### src/rtl/core/mwm_pkg.sv
// ----------------------------------------------------------------------------
// Maze wall map package
// Types, codes and helper functions shared by the wall map store modules.
// ----------------------------------------------------------------------------
package mwm_pkg;

   // Default grid size.
   localparam int GRID_WIDTH_DEF  = 8;
   localparam int GRID_HEIGHT_DEF = 8;

   // Cells-left counter.
   localparam int         CELLS_W     = 9;
   localparam logic [8:0] CELLS_RESET = 9'd64;

   // Operation codes.
   localparam logic [1:0] OP_WALL     = 2'd0;
   localparam logic [1:0] OP_OBSTACLE = 2'd1;
   localparam logic [1:0] OP_ENTER    = 2'd2;

   // Direction codes.
   localparam logic [1:0] DIR_SOUTH = 2'd0;
   localparam logic [1:0] DIR_WEST  = 2'd1;
   localparam logic [1:0] DIR_NORTH = 2'd2;
   localparam logic [1:0] DIR_EAST  = 2'd3;

   // Wall marks, two-bit two's complement.
   localparam logic [1:0] WALL_UNKNOWN = 2'b11;
   localparam logic [1:0] WALL_OPEN    = 2'b00;
   localparam logic [1:0] WALL_CLOSED  = 2'b01;

   // Cell status codes.
   localparam logic [1:0] STAT_UNVISITED = 2'd0;
   localparam logic [1:0] STAT_MAPPED    = 2'd1;
   localparam logic [1:0] STAT_OBSTACLE  = 2'd2;

   // One table entry: four walls indexed by direction code, and a status.
   typedef struct packed {
      logic [3:0][1:0] wall;
      logic [1:0]      status;
   } cell_entry_type;

   // One accepted request.
   typedef struct packed {
      logic [1:0] operation;
      logic [2:0] cell_x;
      logic [2:0] cell_y;
      logic [1:0] heading;
      logic       wall_closed;
      logic [1:0] turns;
   } req_type;

   // Write strobes and result fields from the update logic.
   typedef struct packed {
      logic       wr_cur;
      logic       wr_ahead;
      logic [1:0] ahead_status;
      logic [1:0] asked_wall;
      logic [1:0] cell_status;
   } upd_ctl_type;

   // Value of an entry that has not been written since reset.
   function automatic cell_entry_type reset_entry(input logic [3:0] x, input logic [3:0] y,
                                                  input int width, input int height);
      cell_entry_type e;
      e.wall[DIR_SOUTH] = (int'(y) == height - 1) ? WALL_CLOSED : WALL_UNKNOWN;
      e.wall[DIR_WEST]  = (x == 4'd0) ? WALL_CLOSED : WALL_UNKNOWN;
      e.wall[DIR_NORTH] = (y == 4'd0) ? WALL_CLOSED : WALL_UNKNOWN;
      e.wall[DIR_EAST]  = (int'(x) == width - 1) ? WALL_CLOSED : WALL_UNKNOWN;
      e.status          = STAT_UNVISITED;
      return e;
   endfunction

   // True when an unvisited cell has all four walls known.
   function automatic logic settles(input cell_entry_type e);
      return (e.status == STAT_UNVISITED) &&
             (e.wall[0] != WALL_UNKNOWN) && (e.wall[1] != WALL_UNKNOWN) &&
             (e.wall[2] != WALL_UNKNOWN) && (e.wall[3] != WALL_UNKNOWN);
   endfunction

endpackage

### src/rtl/core/mwm_table.sv
// ----------------------------------------------------------------------------
// Cell table memory
// Synchronous memory of cell entries with one write and one registered read
// port. Per-entry valid bits mark entries written since reset.
// ----------------------------------------------------------------------------
module mwm_table
   import mwm_pkg::*;
#(
   parameter int DEPTH  = GRID_WIDTH_DEF * GRID_HEIGHT_DEF,
   parameter int ADDR_W = $clog2(GRID_WIDTH_DEF * GRID_HEIGHT_DEF)
) (
   input  logic              clock,
   input  logic              reset,
   input  logic              wr_en,
   input  logic [ADDR_W-1:0] wr_addr,
   input  cell_entry_type    wr_data,
   input  logic [ADDR_W-1:0] rd_addr,
   output cell_entry_type    rd_data,
   output logic              rd_valid
);

   cell_entry_type mem [DEPTH];
   cell_entry_type rd_data_ff;
   logic [DEPTH-1:0] valid_ff;
   logic [DEPTH-1:0] valid_in;
   logic             rd_valid_ff;
   logic             rd_valid_in;

   // Storage array and registered read.
   always_ff @(posedge clock) begin
      if (wr_en) begin
         mem[wr_addr] <= wr_data;
      end
      rd_data_ff <= mem[rd_addr];
   end

   // A written entry becomes valid; addresses beyond the table read as unwritten.
   always_comb begin
      valid_in = valid_ff;
      if (wr_en) begin
         valid_in[wr_addr] = 1'b1;
      end
      rd_valid_in = (int'(rd_addr) < DEPTH) ? valid_ff[rd_addr] : 1'b0;
   end

   always_ff @(posedge clock) begin
      if (reset) begin
         valid_ff    <= '0;
         rd_valid_ff <= 1'b0;
      end else begin
         valid_ff    <= valid_in;
         rd_valid_ff <= rd_valid_in;
      end
   end

   assign rd_data  = rd_data_ff;
   assign rd_valid = rd_valid_ff;

endmodule

### src/rtl/core/mwm_update.sv
// ----------------------------------------------------------------------------
// Cell update logic
// Applies one operation to the current and ahead entries, settles cells whose
// walls are all known, and forms the result fields and the new count.
// ----------------------------------------------------------------------------
module mwm_update
   import mwm_pkg::*;
(
   input  req_type              req,
   input  logic                 cur_in,
   input  logic                 ahead_in,
   input  cell_entry_type       cur_entry,
   input  cell_entry_type       ahead_entry,
   input  logic [CELLS_W-1:0]   count_cur,
   output cell_entry_type       cur_new,
   output cell_entry_type       ahead_new,
   output upd_ctl_type          ctl,
   output logic [CELLS_W-1:0]   count_new
);

   logic [1:0] reading;
   logic [1:0] opp_dir;
   logic [1:0] asked_dir;
   logic [1:0] dec;

   always_comb begin
      reading   = {1'b0, req.wall_closed};
      opp_dir   = req.heading + 2'd2;
      asked_dir = req.heading + req.turns;
      cur_new   = cur_entry;
      ahead_new = ahead_entry;
      dec       = 2'd0;
      ctl       = '0;

      // Table changes only when the current cell lies in the grid.
      if (cur_in) begin
         case (req.operation)
            OP_WALL: begin
               cur_new.wall[req.heading] = reading;
               ctl.wr_cur = 1'b1;
               // The neighbour is settled before the current cell.
               if (ahead_in) begin
                  ahead_new.wall[opp_dir] = reading;
                  ctl.wr_ahead = 1'b1;
                  if (settles(ahead_new)) begin
                     ahead_new.status = STAT_MAPPED;
                     dec = dec + 2'd1;
                  end
               end
               if (settles(cur_new)) begin
                  cur_new.status = STAT_MAPPED;
                  dec = dec + 2'd1;
               end
            end
            OP_OBSTACLE: begin
               if (ahead_in) begin
                  ahead_new.status = STAT_OBSTACLE;
                  ctl.wr_ahead = 1'b1;
                  dec = 2'd1;
               end
            end
            OP_ENTER: begin
               cur_new.status = STAT_MAPPED;
               ctl.wr_cur = 1'b1;
            end
            default: begin
            end
         endcase
      end

      // Result fields; a cell outside the grid reports as mapped.
      if (cur_in) begin
         ctl.ahead_status = ahead_in ? ahead_new.status : STAT_MAPPED;
         ctl.asked_wall   = cur_new.wall[asked_dir];
         ctl.cell_status  = cur_new.status;
      end else begin
         ctl.ahead_status = STAT_MAPPED;
         ctl.asked_wall   = WALL_UNKNOWN;
         ctl.cell_status  = STAT_MAPPED;
      end

      // Successive saturating decrements equal one clamped subtraction.
      count_new = (count_cur > {7'b0, dec}) ? (count_cur - {7'b0, dec}) : '0;
   end

endmodule

### src/rtl/core/maze_wall_map_store.sv
// Sequence: the current entry is read as a request is taken, the entry ahead in
//   S_RD_AHD; S_MODIFY writes the ahead entry back, S_WR_CUR the current one and
//   the response, which S_HOLD loads instead once a stalled output is free.
// New requests wait for S_IDLE; the memory is read twice, written at most twice.
// Reset: clears the entry valid bits, so the table reads as border walls closed,
//   other walls unknown and all cells unvisited at once; the count loads 64.
// ----------------------------------------------------------------------------
// Maze wall map store
// Grid map of maze walls and cell status, kept in a synchronous memory and
// updated by read-modify-write, with a saturating count of cells to be mapped.
// ----------------------------------------------------------------------------
module maze_wall_map_store
   import mwm_pkg::*;
#(
   parameter int GRID_WIDTH  = GRID_WIDTH_DEF,
   parameter int GRID_HEIGHT = GRID_HEIGHT_DEF
) (
   input  logic                clock,
   input  logic                reset,
   // Configuration write channel.
   input  logic                csr_valid,
   output logic                csr_ready,
   input  logic [CELLS_W-1:0]  csr_initial_cells,
   // Request channel.
   input  logic                req_valid,
   output logic                req_ready,
   input  logic [1:0]          req_operation,
   input  logic [2:0]          req_cell_x,
   input  logic [2:0]          req_cell_y,
   input  logic [1:0]          req_heading,
   input  logic                req_wall_closed,
   input  logic [1:0]          req_turns,
   // Response channel.
   output logic                rsp_valid,
   input  logic                rsp_ready,
   output logic [1:0]          rsp_ahead_status,
   output logic signed [1:0]   rsp_asked_wall,
   output logic [1:0]          rsp_cell_status,
   output logic [CELLS_W-1:0]  rsp_cells_left
);

   localparam int CELL_COUNT = GRID_WIDTH * GRID_HEIGHT;
   localparam int ADDR_W     = $clog2(CELL_COUNT);

   typedef enum logic [4:0] {
      S_IDLE   = 5'b00001,
      S_RD_AHD = 5'b00010,
      S_MODIFY = 5'b00100,
      S_WR_CUR = 5'b01000,
      S_HOLD   = 5'b10000
   } state_type;

   state_type          state_ff, state_in;
   req_type            req_ff, req_in;
   cell_entry_type     cur_ff, cur_in_entry;
   cell_entry_type     cur_new_ff;
   upd_ctl_type        ctl_ff;
   logic [CELLS_W-1:0] count_ff, count_in;
   logic               rsp_valid_ff, rsp_valid_in;
   logic [1:0]         rsp_ahead_ff;
   logic signed [1:0]  rsp_wall_ff;
   logic [1:0]         rsp_cell_ff;
   logic [CELLS_W-1:0] rsp_left_ff;

   logic [4:0]         cur_x, cur_y, ahead_x, ahead_y;
   logic               cur_in, ahead_in;
   logic [ADDR_W-1:0]  cur_addr, ahead_addr, port_addr;
   logic               req_fire, out_free, out_load;

   logic               tbl_wr_en;
   logic [ADDR_W-1:0]  tbl_wr_addr, tbl_rd_addr;
   cell_entry_type     tbl_wr_data, tbl_rd_data;
   logic               tbl_rd_valid;

   cell_entry_type     ahead_entry, upd_cur, upd_ahead;
   upd_ctl_type        upd_ctl;
   logic [CELLS_W-1:0] upd_count;

   // Handshakes.
   assign req_ready = (state_ff == S_IDLE) && !reset;
   assign csr_ready = !reset;
   assign req_fire  = req_valid && req_ready;
   assign out_free  = !rsp_valid_ff || rsp_ready;
   assign out_load  = ((state_ff == S_WR_CUR) || (state_ff == S_HOLD)) && out_free;

   // Coordinates of the current cell and the cell ahead; a step west of column
   // zero or north of row zero wraps high and so falls outside the grid.
   always_comb begin
      cur_x   = {2'b0, req_ff.cell_x};
      cur_y   = {2'b0, req_ff.cell_y};
      ahead_x = cur_x;
      ahead_y = cur_y;
      case (req_ff.heading)
         DIR_SOUTH: ahead_y = cur_y + 5'd1;
         DIR_WEST:  ahead_x = cur_x - 5'd1;
         DIR_NORTH: ahead_y = cur_y - 5'd1;
         DIR_EAST:  ahead_x = cur_x + 5'd1;
         default:   ahead_x = cur_x;
      endcase
      cur_in     = (cur_x < 5'(GRID_WIDTH)) && (cur_y < 5'(GRID_HEIGHT));
      ahead_in   = (ahead_x < 5'(GRID_WIDTH)) && (ahead_y < 5'(GRID_HEIGHT));
      cur_addr   = ADDR_W'(int'(cur_y[3:0]) * GRID_WIDTH + int'(cur_x[3:0]));
      ahead_addr = ADDR_W'(int'(ahead_y[3:0]) * GRID_WIDTH + int'(ahead_x[3:0]));
      port_addr  = ADDR_W'(int'(req_cell_y) * GRID_WIDTH + int'(req_cell_x));
   end

   // Memory port use: the current cell is read as the request is taken, the cell
   // ahead next; the ahead entry is written back first, then the current one.
   always_comb begin
      tbl_rd_addr = (state_ff == S_IDLE) ? port_addr : ahead_addr;
      tbl_wr_en   = ((state_ff == S_MODIFY) && upd_ctl.wr_ahead) ||
                    ((state_ff == S_WR_CUR) && ctl_ff.wr_cur);
      tbl_wr_addr = (state_ff == S_MODIFY) ? ahead_addr : cur_addr;
      tbl_wr_data = (state_ff == S_MODIFY) ? upd_ahead : cur_new_ff;
   end

   mwm_table #(
      .DEPTH  (CELL_COUNT),
      .ADDR_W (ADDR_W)
   ) u_mwm_table (
      .clock    (clock),
      .reset    (reset),
      .wr_en    (tbl_wr_en),
      .wr_addr  (tbl_wr_addr),
      .wr_data  (tbl_wr_data),
      .rd_addr  (tbl_rd_addr),
      .rd_data  (tbl_rd_data),
      .rd_valid (tbl_rd_valid)
   );

   // Unwritten entries read as their reset value.
   assign cur_in_entry = tbl_rd_valid ? tbl_rd_data
                       : reset_entry(cur_x[3:0], cur_y[3:0], GRID_WIDTH, GRID_HEIGHT);
   assign ahead_entry  = tbl_rd_valid ? tbl_rd_data
                       : reset_entry(ahead_x[3:0], ahead_y[3:0], GRID_WIDTH, GRID_HEIGHT);

   mwm_update u_mwm_update (
      .req         (req_ff),
      .cur_in      (cur_in),
      .ahead_in    (ahead_in),
      .cur_entry   (cur_ff),
      .ahead_entry (ahead_entry),
      .count_cur   (count_ff),
      .cur_new     (upd_cur),
      .ahead_new   (upd_ahead),
      .ctl         (upd_ctl),
      .count_new   (upd_count)
   );

   // Sequencer.
   always_comb begin
      state_in = state_ff;
      case (state_ff)
         S_IDLE:   if (req_fire) state_in = S_RD_AHD;
         S_RD_AHD: state_in = S_MODIFY;
         S_MODIFY: state_in = S_WR_CUR;
         S_WR_CUR: state_in = out_free ? S_IDLE : S_HOLD;
         S_HOLD:   if (out_free) state_in = S_IDLE;
         default:  state_in = S_IDLE;
      endcase
   end

   // Cells-left count: a configuration write reloads it, with priority over the update in S_MODIFY.
   always_comb begin
      count_in = count_ff;
      if (csr_valid && csr_ready) begin
         count_in = csr_initial_cells;
      end else if (state_ff == S_MODIFY) begin
         count_in = upd_count;
      end
   end

   // Response register valid flag.
   always_comb begin
      rsp_valid_in = rsp_valid_ff;
      if (out_load) begin
         rsp_valid_in = 1'b1;
      end else if (rsp_ready) begin
         rsp_valid_in = 1'b0;
      end
   end

   assign req_in = '{operation:   req_operation,
                     cell_x:      req_cell_x,
                     cell_y:      req_cell_y,
                     heading:     req_heading,
                     wall_closed: req_wall_closed,
                     turns:       req_turns};

   // Control registers.
   always_ff @(posedge clock) begin
      if (reset) begin
         state_ff     <= S_IDLE;
         count_ff     <= CELLS_RESET;
         rsp_valid_ff <= 1'b0;
         ctl_ff       <= '0;
      end else begin
         state_ff     <= state_in;
         count_ff     <= count_in;
         rsp_valid_ff <= rsp_valid_in;
         if (state_ff == S_MODIFY) begin
            ctl_ff <= upd_ctl;
         end
      end
   end

   // Payload registers.
   always_ff @(posedge clock) begin
      if (req_fire) begin
         req_ff <= req_in;
      end
      if (state_ff == S_RD_AHD) begin
         cur_ff <= cur_in_entry;
      end
      if (state_ff == S_MODIFY) begin
         cur_new_ff <= upd_cur;
      end
      if (out_load) begin
         rsp_ahead_ff <= ctl_ff.ahead_status;
         rsp_wall_ff  <= $signed(ctl_ff.asked_wall);
         rsp_cell_ff  <= ctl_ff.cell_status;
         rsp_left_ff  <= count_ff;
      end
   end

   assign rsp_valid        = rsp_valid_ff;
   assign rsp_ahead_status = rsp_ahead_ff;
   assign rsp_asked_wall   = rsp_wall_ff;
   assign rsp_cell_status  = rsp_cell_ff;
   assign rsp_cells_left   = rsp_left_ff;

endmodule

### config.mk
export PLATFORM = sky130hd
export DESIGN_NAME = maze_wall_map_store
export DESIGN_NICKNAME = d
export VERILOG_FILES = /design/src/rtl/core/mwm_pkg.sv /design/src/rtl/core/mwm_table.sv /design/src/rtl/core/mwm_update.sv /design/src/rtl/core/maze_wall_map_store.sv
export SDC_FILE = /design/constraint.sdc
export NUM_CORES = 1
export LEC_CHECK = 0
export BUFFER_PORTS_ARGS = -buffer_cell sky130_fd_sc_hd__buf_2
export CAP_MARGIN = 20
export CORE_MARGIN = 5
export CORE_UTILIZATION = 30
export CTS_BUF_LIST = sky130_fd_sc_hd__clkbuf_16
export DETAILED_ROUTE_END_ITERATION = 16
export SETUP_SLACK_MARGIN = 0.2
export SLEW_MARGIN = 30
export SYNTH_ARGS = -nofsm -noshare
export SYNTH_HDL_FRONTEND = slang
export SYNTH_HIERARCHICAL = 1
export SYNTH_SLANG_ARGS = --single-unit
export TNS_END_PERCENT = 30
### constraint.sdc
create_clock -name clock -period 3.74 [get_ports clock]
set_input_delay 0.748 -clock clock [delete_from_list [all_inputs] [get_ports clock]]
set_output_delay 0.748 -clock clock [all_outputs]
set_load 0.005 [all_outputs]
==> results.yml, run 1 <==
layout:
  layout_commonest_cell: "edfxtp_1"
  layout_common_cells: "688 x edfxtp_1, 214 x nor2_1, 175 x mux4_2"
  nets: 2088
  n_antenna_cell: 0
  syn2layout_area_growth_pct: 21.32
  fillers: 9555
  drive_gt1_share_pct: 32.23
  multi_input_area_um2: 8874
  register_area_um2: 22600
  final_area_um2: 38070
placed_design:
  portBuffers: 44
  place_ws_ns: -0.3286
  place.gp.congestion: 0.8700
  placed_cell_area_um2: 34560
  hpwlAfterDp_um: 50810
route:
  avgRoutedWirePerCell_um: 22.48
  drt_wl_total_um: 78590
  dr_total_vias: 17530
  drc: 0
  via_per_inst: 5.013
  ant_nets: 0
  drtIter0Drc: 1740
  drt-pass1-iter-count: 8
synthesis:
  ys_dominant_reg_cell: "edfxtp_1"
  syn-instance-count: 1809
  synth_edf_count: 688
  yosysWarnings: 6
  avgSynthCellArea_um2: 17.34
  synthArstFlopShare_pct: 0
  syn_area_um2: 31380
  synth.largest_area_cell: "edfxtp_1"
  yosysSeqAreaShare_pct: 72.03
  synth.area.top_cells: "edfxtp_1 66%, mux4_2 13%, dfxtp_1 6.2%"
  yosys.area.top_type_share_pct: 65.85
  ys_seq_elements: 785
  ys_types: 76
sta:
  fin_skew_ns: 0.01771
  hold_ws_ns: 0.3030
  finalSetupViolCount: 9
  rsz0062_at_grt: "yes"
  worst_slack_ns: -0.2057
  tightestPinTransition_ns: 0.7829
  final.setup.tns_ns: -1.406
  fmax_ghz: 0.2534
  min_period_ns: 3.946
  maxSlewHeadroom_pct: 47.81
  final-hold-violation-count: 0
  drv_slew: 0
  fin_crit_sh_pct: 105.5
critical_path:
  critPathCaptureType: "flip-flop"
  crit_slowest_cell: "edfxtp_1"
  crit_arrival_ns: 4.43
  criticalPathCategory: "reg -> reg"
  cp_max_fo: 3
  start_kind: "flip-flop"
  cp.required_ns: 4.22
  cpPeakStageDelay_ns: 0.44
  cp_cell_sequence: "buf_6 > inv_6 > ha_2 > nor2b_1 > o21ba_2 > nor3_2 > a41oi_2 > nand3_1 > nand3_1 > a311oi_2 > ha_2 > nand3b_1 > ha_4 > a211oi_4 > nand2_2 > nor3_4 > mux2_4 > nand2_1 > a311oi_2"
global_routing:
  first_global_vias: 17820
  overflow: 0
  antenna_found_initial: 4
  grt_usage_pct: 13.78
  grt_pass1_wl_um: 117100
  grt_max_degree: 65
pwr:
  peakVddDrop_mv: 0.3596
  p_per_area_nw_per_um2: 539.3
  power.leakage_nw: 12.47
clocking:
  cts_root_buf: "clkbuf_16"
  cts_max_level: 3
  clk_pin_slew_ns: 0.06
  numCtsBuffers: 82
  clock_latency_ns: 0.63
  cts_tree: "done"
  hold_buffers: 0
  cts.sinks: 785
  clock_tree.buffer_depth: 3
die:
  die_area_um2: 111200
  start_util_pct: 30.27
  core_um2: 103600
  die_x_um: 333.4
  fp-row-count: 118
  die_h_um: 333.4
  ios: 45
run:
  max_cap_viol_count: 0
outcome:
  violations: "setup timing"
  status: "finished, violations left"
worst_hold_path:
  hold_path_class: "in -> reg"
Yosys cell counts, types with 4 or more instances:
| library cell | count |
|---|---|
| a211oi_1 | 11 |
| a21oi_1 | 46 |
| a221o_1 | 4 |
| a22o_1 | 6 |
| a22oi_1 | 20 |
| a311oi_1 | 11 |
| a31oi_1 | 9 |
| and2_1 | 16 |
| and3_1 | 5 |
| buf_1 | 13 |
| buf_2 | 14 |
| buf_4 | 10 |
| buf_6 | 10 |
| clkbuf_1 | 52 |
| dfxtp_1 | 97 |
| edfxtp_1 | 688 |
| ha_1 | 14 |
| inv_1 | 14 |
| mux2_2 | 16 |
| mux2i_1 | 20 |
| mux4_2 | 175 |
| nand2_1 | 95 |
| nand2b_1 | 20 |
| nand3_1 | 28 |
| nand3b_1 | 8 |
| nand4_1 | 6 |
| nand4b_1 | 6 |
| nor2_1 | 218 |
| nor2b_1 | 21 |
| nor3_1 | 11 |
| nor4_1 | 8 |
| o21ai_0 | 13 |
| o21bai_1 | 7 |
| o221ai_1 | 7 |
| o22ai_1 | 29 |
| or3_1 | 4 |
| or3b_2 | 6 |
| xnor2_1 | 10 |
| xor2_1 | 6 |
cell type report:
type	count	area share (%)
Sequential cell	785	59.38
Multi-Input combinational cell	907	23.31
Clock buffer	85	5.588
Timing Repair Buffer	252	5.571
Tap cell	1380	4.536
Clock inverter	69	1.407
Inverter	18	0.2104
timing repair:
item / in CTS / in global routing
setup buffers: 11 / 8
pin swaps: 30 / 24
resized for setup: 47 / 100
setup endpoints to repair: 483 / 701
gates cloned: 0 / 2
stage by stage:
stage	util, %	power, W	std cells
2_1_floorplan	-	0.01149	1810
3_3_place_gp	33.34	0.01251	3321
3_5_place_dp	33.34	0.01254	3321
4_1_cts	36.22	0.02057	3486
5_1_grt	36.73	0.02125	3496
6_report	36.73	0.02053	3496
worst paths after layout:
path / from / to / slack [ns] / cells past startpoint
max: cur_y[0] / count_ff[7] / -0.21 / 19
min: req_heading[0] / req_ff[3] / 0.30 / 1
max reg2reg: cur_y[0] / count_ff[7] / -0.21 / 19
min reg2reg: ctl_ff[0] / rsp_cell_status[0] / 0.44 / 0
critical path: cells and delay by family (launching register included):
| kind | cells | cell delay (ns) |
|---|---|---|
| compound gates | 5 | 1.18 |
| fa+ha+maj | 3 | 0.68 |
| simple gates | 8 | 0.97 |
| flops | 1 | 0.44 |
| buf+inv | 2 | 0.22 |
| mux | 1 | 0.32 |
flip-flops by register name (all words and copies together) (netlist names), 3 cells and up:
register	flops
state_ff	5
u_mwm_table/valid_ff	64
u_mwm_table/rd_data	10
cur_new_ff	10
u_mwm_table/mem	640
rsp_cells_left	9
ctl_ff	7
cur_ff	10
cur_y	3
count_ff	9
cur_x	3
req_ff	7
kinds of logic after synthesis:
logic type	share of synthesized area, %
flops	72.03
simple gates	7.130
mux	13.77
compound gates	4.119
buf+inv	1.862
xor+xnor	0.4466
fa+ha+maj	0.6221
other cells	0.01195
metal layers:
layer  wire, um  up-vias  GRT usage (%)
li1           -     7643              -
met1      33380     9145          18.70
met2      37440      588          22.02
met3       5172      145          2.898
met4       2543        6          5.013
met5         52        -              0
power by group:
part	switching [W]	internal, W	total, W
Sequential	0.0000674	0.00951	0.00958
Combinational	0.00162	0.00138	0.00299
Clock	0.00334	0.00462	0.00796
No activity file was read; power rests on OpenSTA's default activity.
==> run 2, diff against run 1 <==
--- a/config.mk
+++ b/config.mk
@@ -5,14 +5,16 @@
 export SDC_FILE = /design/constraint.sdc
 export NUM_CORES = 1
 export LEC_CHECK = 0
+export ABC_AREA = 1
 export BUFFER_PORTS_ARGS = -buffer_cell sky130_fd_sc_hd__buf_2
 export CAP_MARGIN = 20
 export CORE_MARGIN = 5
 export CORE_UTILIZATION = 30
 export CTS_BUF_LIST = sky130_fd_sc_hd__clkbuf_16
+export CTS_CLUSTER_SIZE = 14
 export DETAILED_ROUTE_END_ITERATION = 16
 export SETUP_SLACK_MARGIN = 0.2
-export SLEW_MARGIN = 30
+export SLEW_MARGIN = 20
 export SYNTH_ARGS = -nofsm -noshare
 export SYNTH_HDL_FRONTEND = slang
 export SYNTH_HIERARCHICAL = 1
==> run 2 against run 1 <==
Effect of this change: the flow now finishes without violations; sequential power fell by 0.4%; sequential share of layout area fell by 1.3 points; critical path depth rose by 5; area after synthesis rose by 5.5%; wire length rose by 12%; register-to-register slack improved by 0.36 ns; die area rose by 5.4%; largest cell class unchanged; highest routed layer is now met4.
==> results.yml, run 2 <==
synthesis:
  yosysWarnings: 6
  ys_seq_elements: 785
  ys_types: 43
  syn_area_um2: 33120
  ys_dominant_reg_cell: "edfxtp_1"
  synth_edf_count: 688
  yosys.area.top_type_share_pct: 62.39
  synth.largest_area_cell: "edfxtp_1"
  synth_common_cells: "856 x nand2_1, 688 x edfxtp_1, 505 x nand3_1"
  syn-instance-count: 3120
  yosys.cell_count.top_type: "nand2_1"
  synth.area.top_cells: "edfxtp_1 62%, nand2_1 9.7%, nand3_1 7.6%"
  synthArstFlopShare_pct: 0
  yosysSeqAreaShare_pct: 68.25
  avgSynthCellArea_um2: 10.61
pwr:
  power_frac_seq_pct: 45.2
  p_clk_share_pct: 39.0
  p_per_area_nw_per_um2: 543.1
  power.leakage_nw: 14.26
  p_int_w: 0.01523
  p_comb_share_pct: 15.8
  sw_frac_of_total_pct: 27.91
  peakVddDrop_mv: 0.3850
  p_switching_w: 0.005893
die:
  core_um2: 109300
  start_util_pct: 30.30
  die_area_um2: 117100
  fp-row-count: 121
  die_x_um: 342.2
  die_h_um: 342.2
  ios: 45
sta:
  fmax_ghz: 0.2792
  drv_slew: 0
  hold_ws_ns: 0.2869
  final-hold-violation-count: 0
  final.setup.tns_ns: 0
  min_period_ns: 3.581
  rsz0062_at_grt: "yes"
  tightestPinTransition_ns: 1.036
  maxSlewHeadroom_pct: 30.23
  fin_crit_sh_pct: 95.75
  fin_skew_ns: 0.02945
  finalSetupViolCount: 0
critical_path:
  cp.required_ns: 4.25
  critPathCaptureType: "flip-flop"
  start_kind: "flip-flop"
  startpoint: "cur_x[1]"
  criticalPathCategory: "reg -> reg"
  cp_max_fo: 5
  crit_arrival_ns: 4.09
  r2r-start: "cur_x[1]"
worst_hold_path:
  hold_start: "req_wall_closed"
  hold_path_class: "in -> reg"
route:
  drt-pass1-iter-count: 5
  drtIter0Drc: 2093
  ant_nets: 0
  drt_wl_total_um: 87730
  drc: 0
  avgRoutedWirePerCell_um: 18.28
  via_per_inst: 4.838
  dr_total_vias: 23220
placed_design:
  place.gp.congestion: 0.9005
  hpwlAfterDp_um: 52940
  dp_cells: 4632
  portBuffers: 44
global_routing:
  overflow: 0
  grt_pass1_wl_um: 132700
  antenna_found_initial: 0
  grt_max_degree: 112
  grt_usage_pct: 14.52
  first_global_vias: 21620
layout:
  largest_reg_flops: 640
  layout_common_cells: "836 x nand2_1, 688 x edfxtp_1, 499 x nand3_1"
  largest-register: "u_mwm_table/mem"
  instances_no_fill: 4799
  layout_commonest_cell: "nand2_1"
  n_antenna_cell: 0
  nets: 3292
  top_regs: "u_mwm_table/mem: 640 flops, u_mwm_table/valid_ff: 64 flops"
  drive_gt1_share_pct: 12.55
  syn2layout_area_growth_pct: 17.43
clocking:
  cts.sinks: 785
  clock_tree.buffer_depth: 3
  hold_buffers: 0
  cts_tree: "done"
  clk_pin_slew_ns: 0.06
  cts_root_buf: "clkbuf_16"
  numCtsBuffers: 86
  clock_latency_ns: 0.66
  cts_max_level: 3
outcome:
  status: "completed"
run:
  max_cap_viol_count: 0
==> run 2: cell count changes after synthesis, sizes merged, moves of 13 or more <==
cell,before,now
o21ai,14,136
and2,16,3
mux2,16,0
a22oi,20,0
inv,16,132
nor2,218,343
nand2,95,863
a21oi,46,77
nand2b,20,0
mux2i,20,0
buf,48,126
mux4,175,0
nand3,28,508
nor2b,21,0
==> run 2: final timing paths <==
kind | end | slack, ns | depth (start not counted)
hold / removal | req_ff[2] | 0.29 | 1
setup / recovery | count_ff[4] | 0.16 | 24
setup reg to reg | count_ff[4] | 0.16 | 24
hold reg to reg | rsp_asked_wall[1] | 0.43 | 0
==> run 2: stage by stage <==
stage                     total power (W)  setup slack [ns]  area [um^2]  util (%)
after floorplan                   0.01191            0.3929        33130         -
after global placement            0.01298           0.02089        35820     32.77
after detailed placement          0.01299          -0.02297        35820     32.77
after CTS                         0.02122            0.1988        38670     35.37
after global routing              0.02197          -0.08008        38890     35.58
final                             0.02112            0.1588        38890     35.58
==> run 2: cells by family (layout without fill, tap and decap cells) <==
| family | after synthesis | after routing | share of synthesized area (%) |
|---|---|---|---|
| adders and majority gates | 15 | 15 | 0.5894 |
| AOI/OAI and AO/OA | 253 | 254 | 4.035 |
| other | 1 | 6 | 0.01132 |
| DFF | 785 | 785 | 68.25 |
| xor gates and xnor gates | 9 | 9 | 0.2380 |
| and+or+nand+nor | 1751 | 1751 | 22.31 |
| buffers and inverters | 306 | 503 | 4.560 |
==> run 2: area by class of cell <==
| type | instances | area (um^2) |
|---|---|---|
| Timing Repair Buffer | 208 | 1828 |
| Fill cell | 10820 | 70420 |
| Clock buffer | 87 | 2177 |
| Tap cell | 1476 | 1847 |
| Sequential cell | 785 | 22600 |
| Clock inverter | 74 | 624.3 |
| Inverter | 134 | 519.2 |
| Multi-Input combinational cell | 2035 | 9289 |
==> run 2: power by group through the flow <==
| stage | combinational, W | clock (W) | sequential, W |
|---|---|---|---|
| floorplan | 0.00220 | 0 | 0.00971 |
| global placement | 0.00326 | 0 | 0.00972 |
| detailed placement | 0.00326 | 0 | 0.00972 |
| CTS | 0.00328 | 0.00840 | 0.00954 |
| global route | 0.00366 | 0.00877 | 0.00955 |
| finish | 0.00334 | 0.00824 | 0.00954 |
==> run 2: repair_timing <==
item | 4_1_cts | 5_1_grt
gates cloned | 1 | 0
setup buffers | 0 | 5
pin swaps | 4 | 36
resized for setup | 12 | 38
hold endpoints to repair | 0 | 0
setup endpoints to repair | 49 | 563
==> run 2: metal layers <==
metal	share of wire (%)	track usage (%)	vias to the layer above
li1	-	-	10970
met1	44	20.13	11300
met2	47	23.36	799
met3	7.1	2.661	145
met4	2.6	4.178	0
met5	0	0	-
==> run 2: worst max-delay path: stages, from the launching register on <==
cell	delay [ns]
edfxtp_1	0.45
ha_4	0.21
ha_4	0.25
nand3_2	0.07
nand2_2	0.09
inv_2	0.05
nand2_4	0.06
nand2_2	0.06
o21ai_2	0.14
nand2_2	0.09
nand3_2	0.09
nand3_2	0.10
nor2_4	0.17
ha_4	0.22
nand2_2	0.06
nand2_2	0.07
ha_4	0.27
nand4_1	0.09
or2_4	0.30
a21oi_4	0.21
nor2_1	0.08
nand2_1	0.07
nor2_1	0.05
a21oi_1	0.13
a21oi_1	0.08
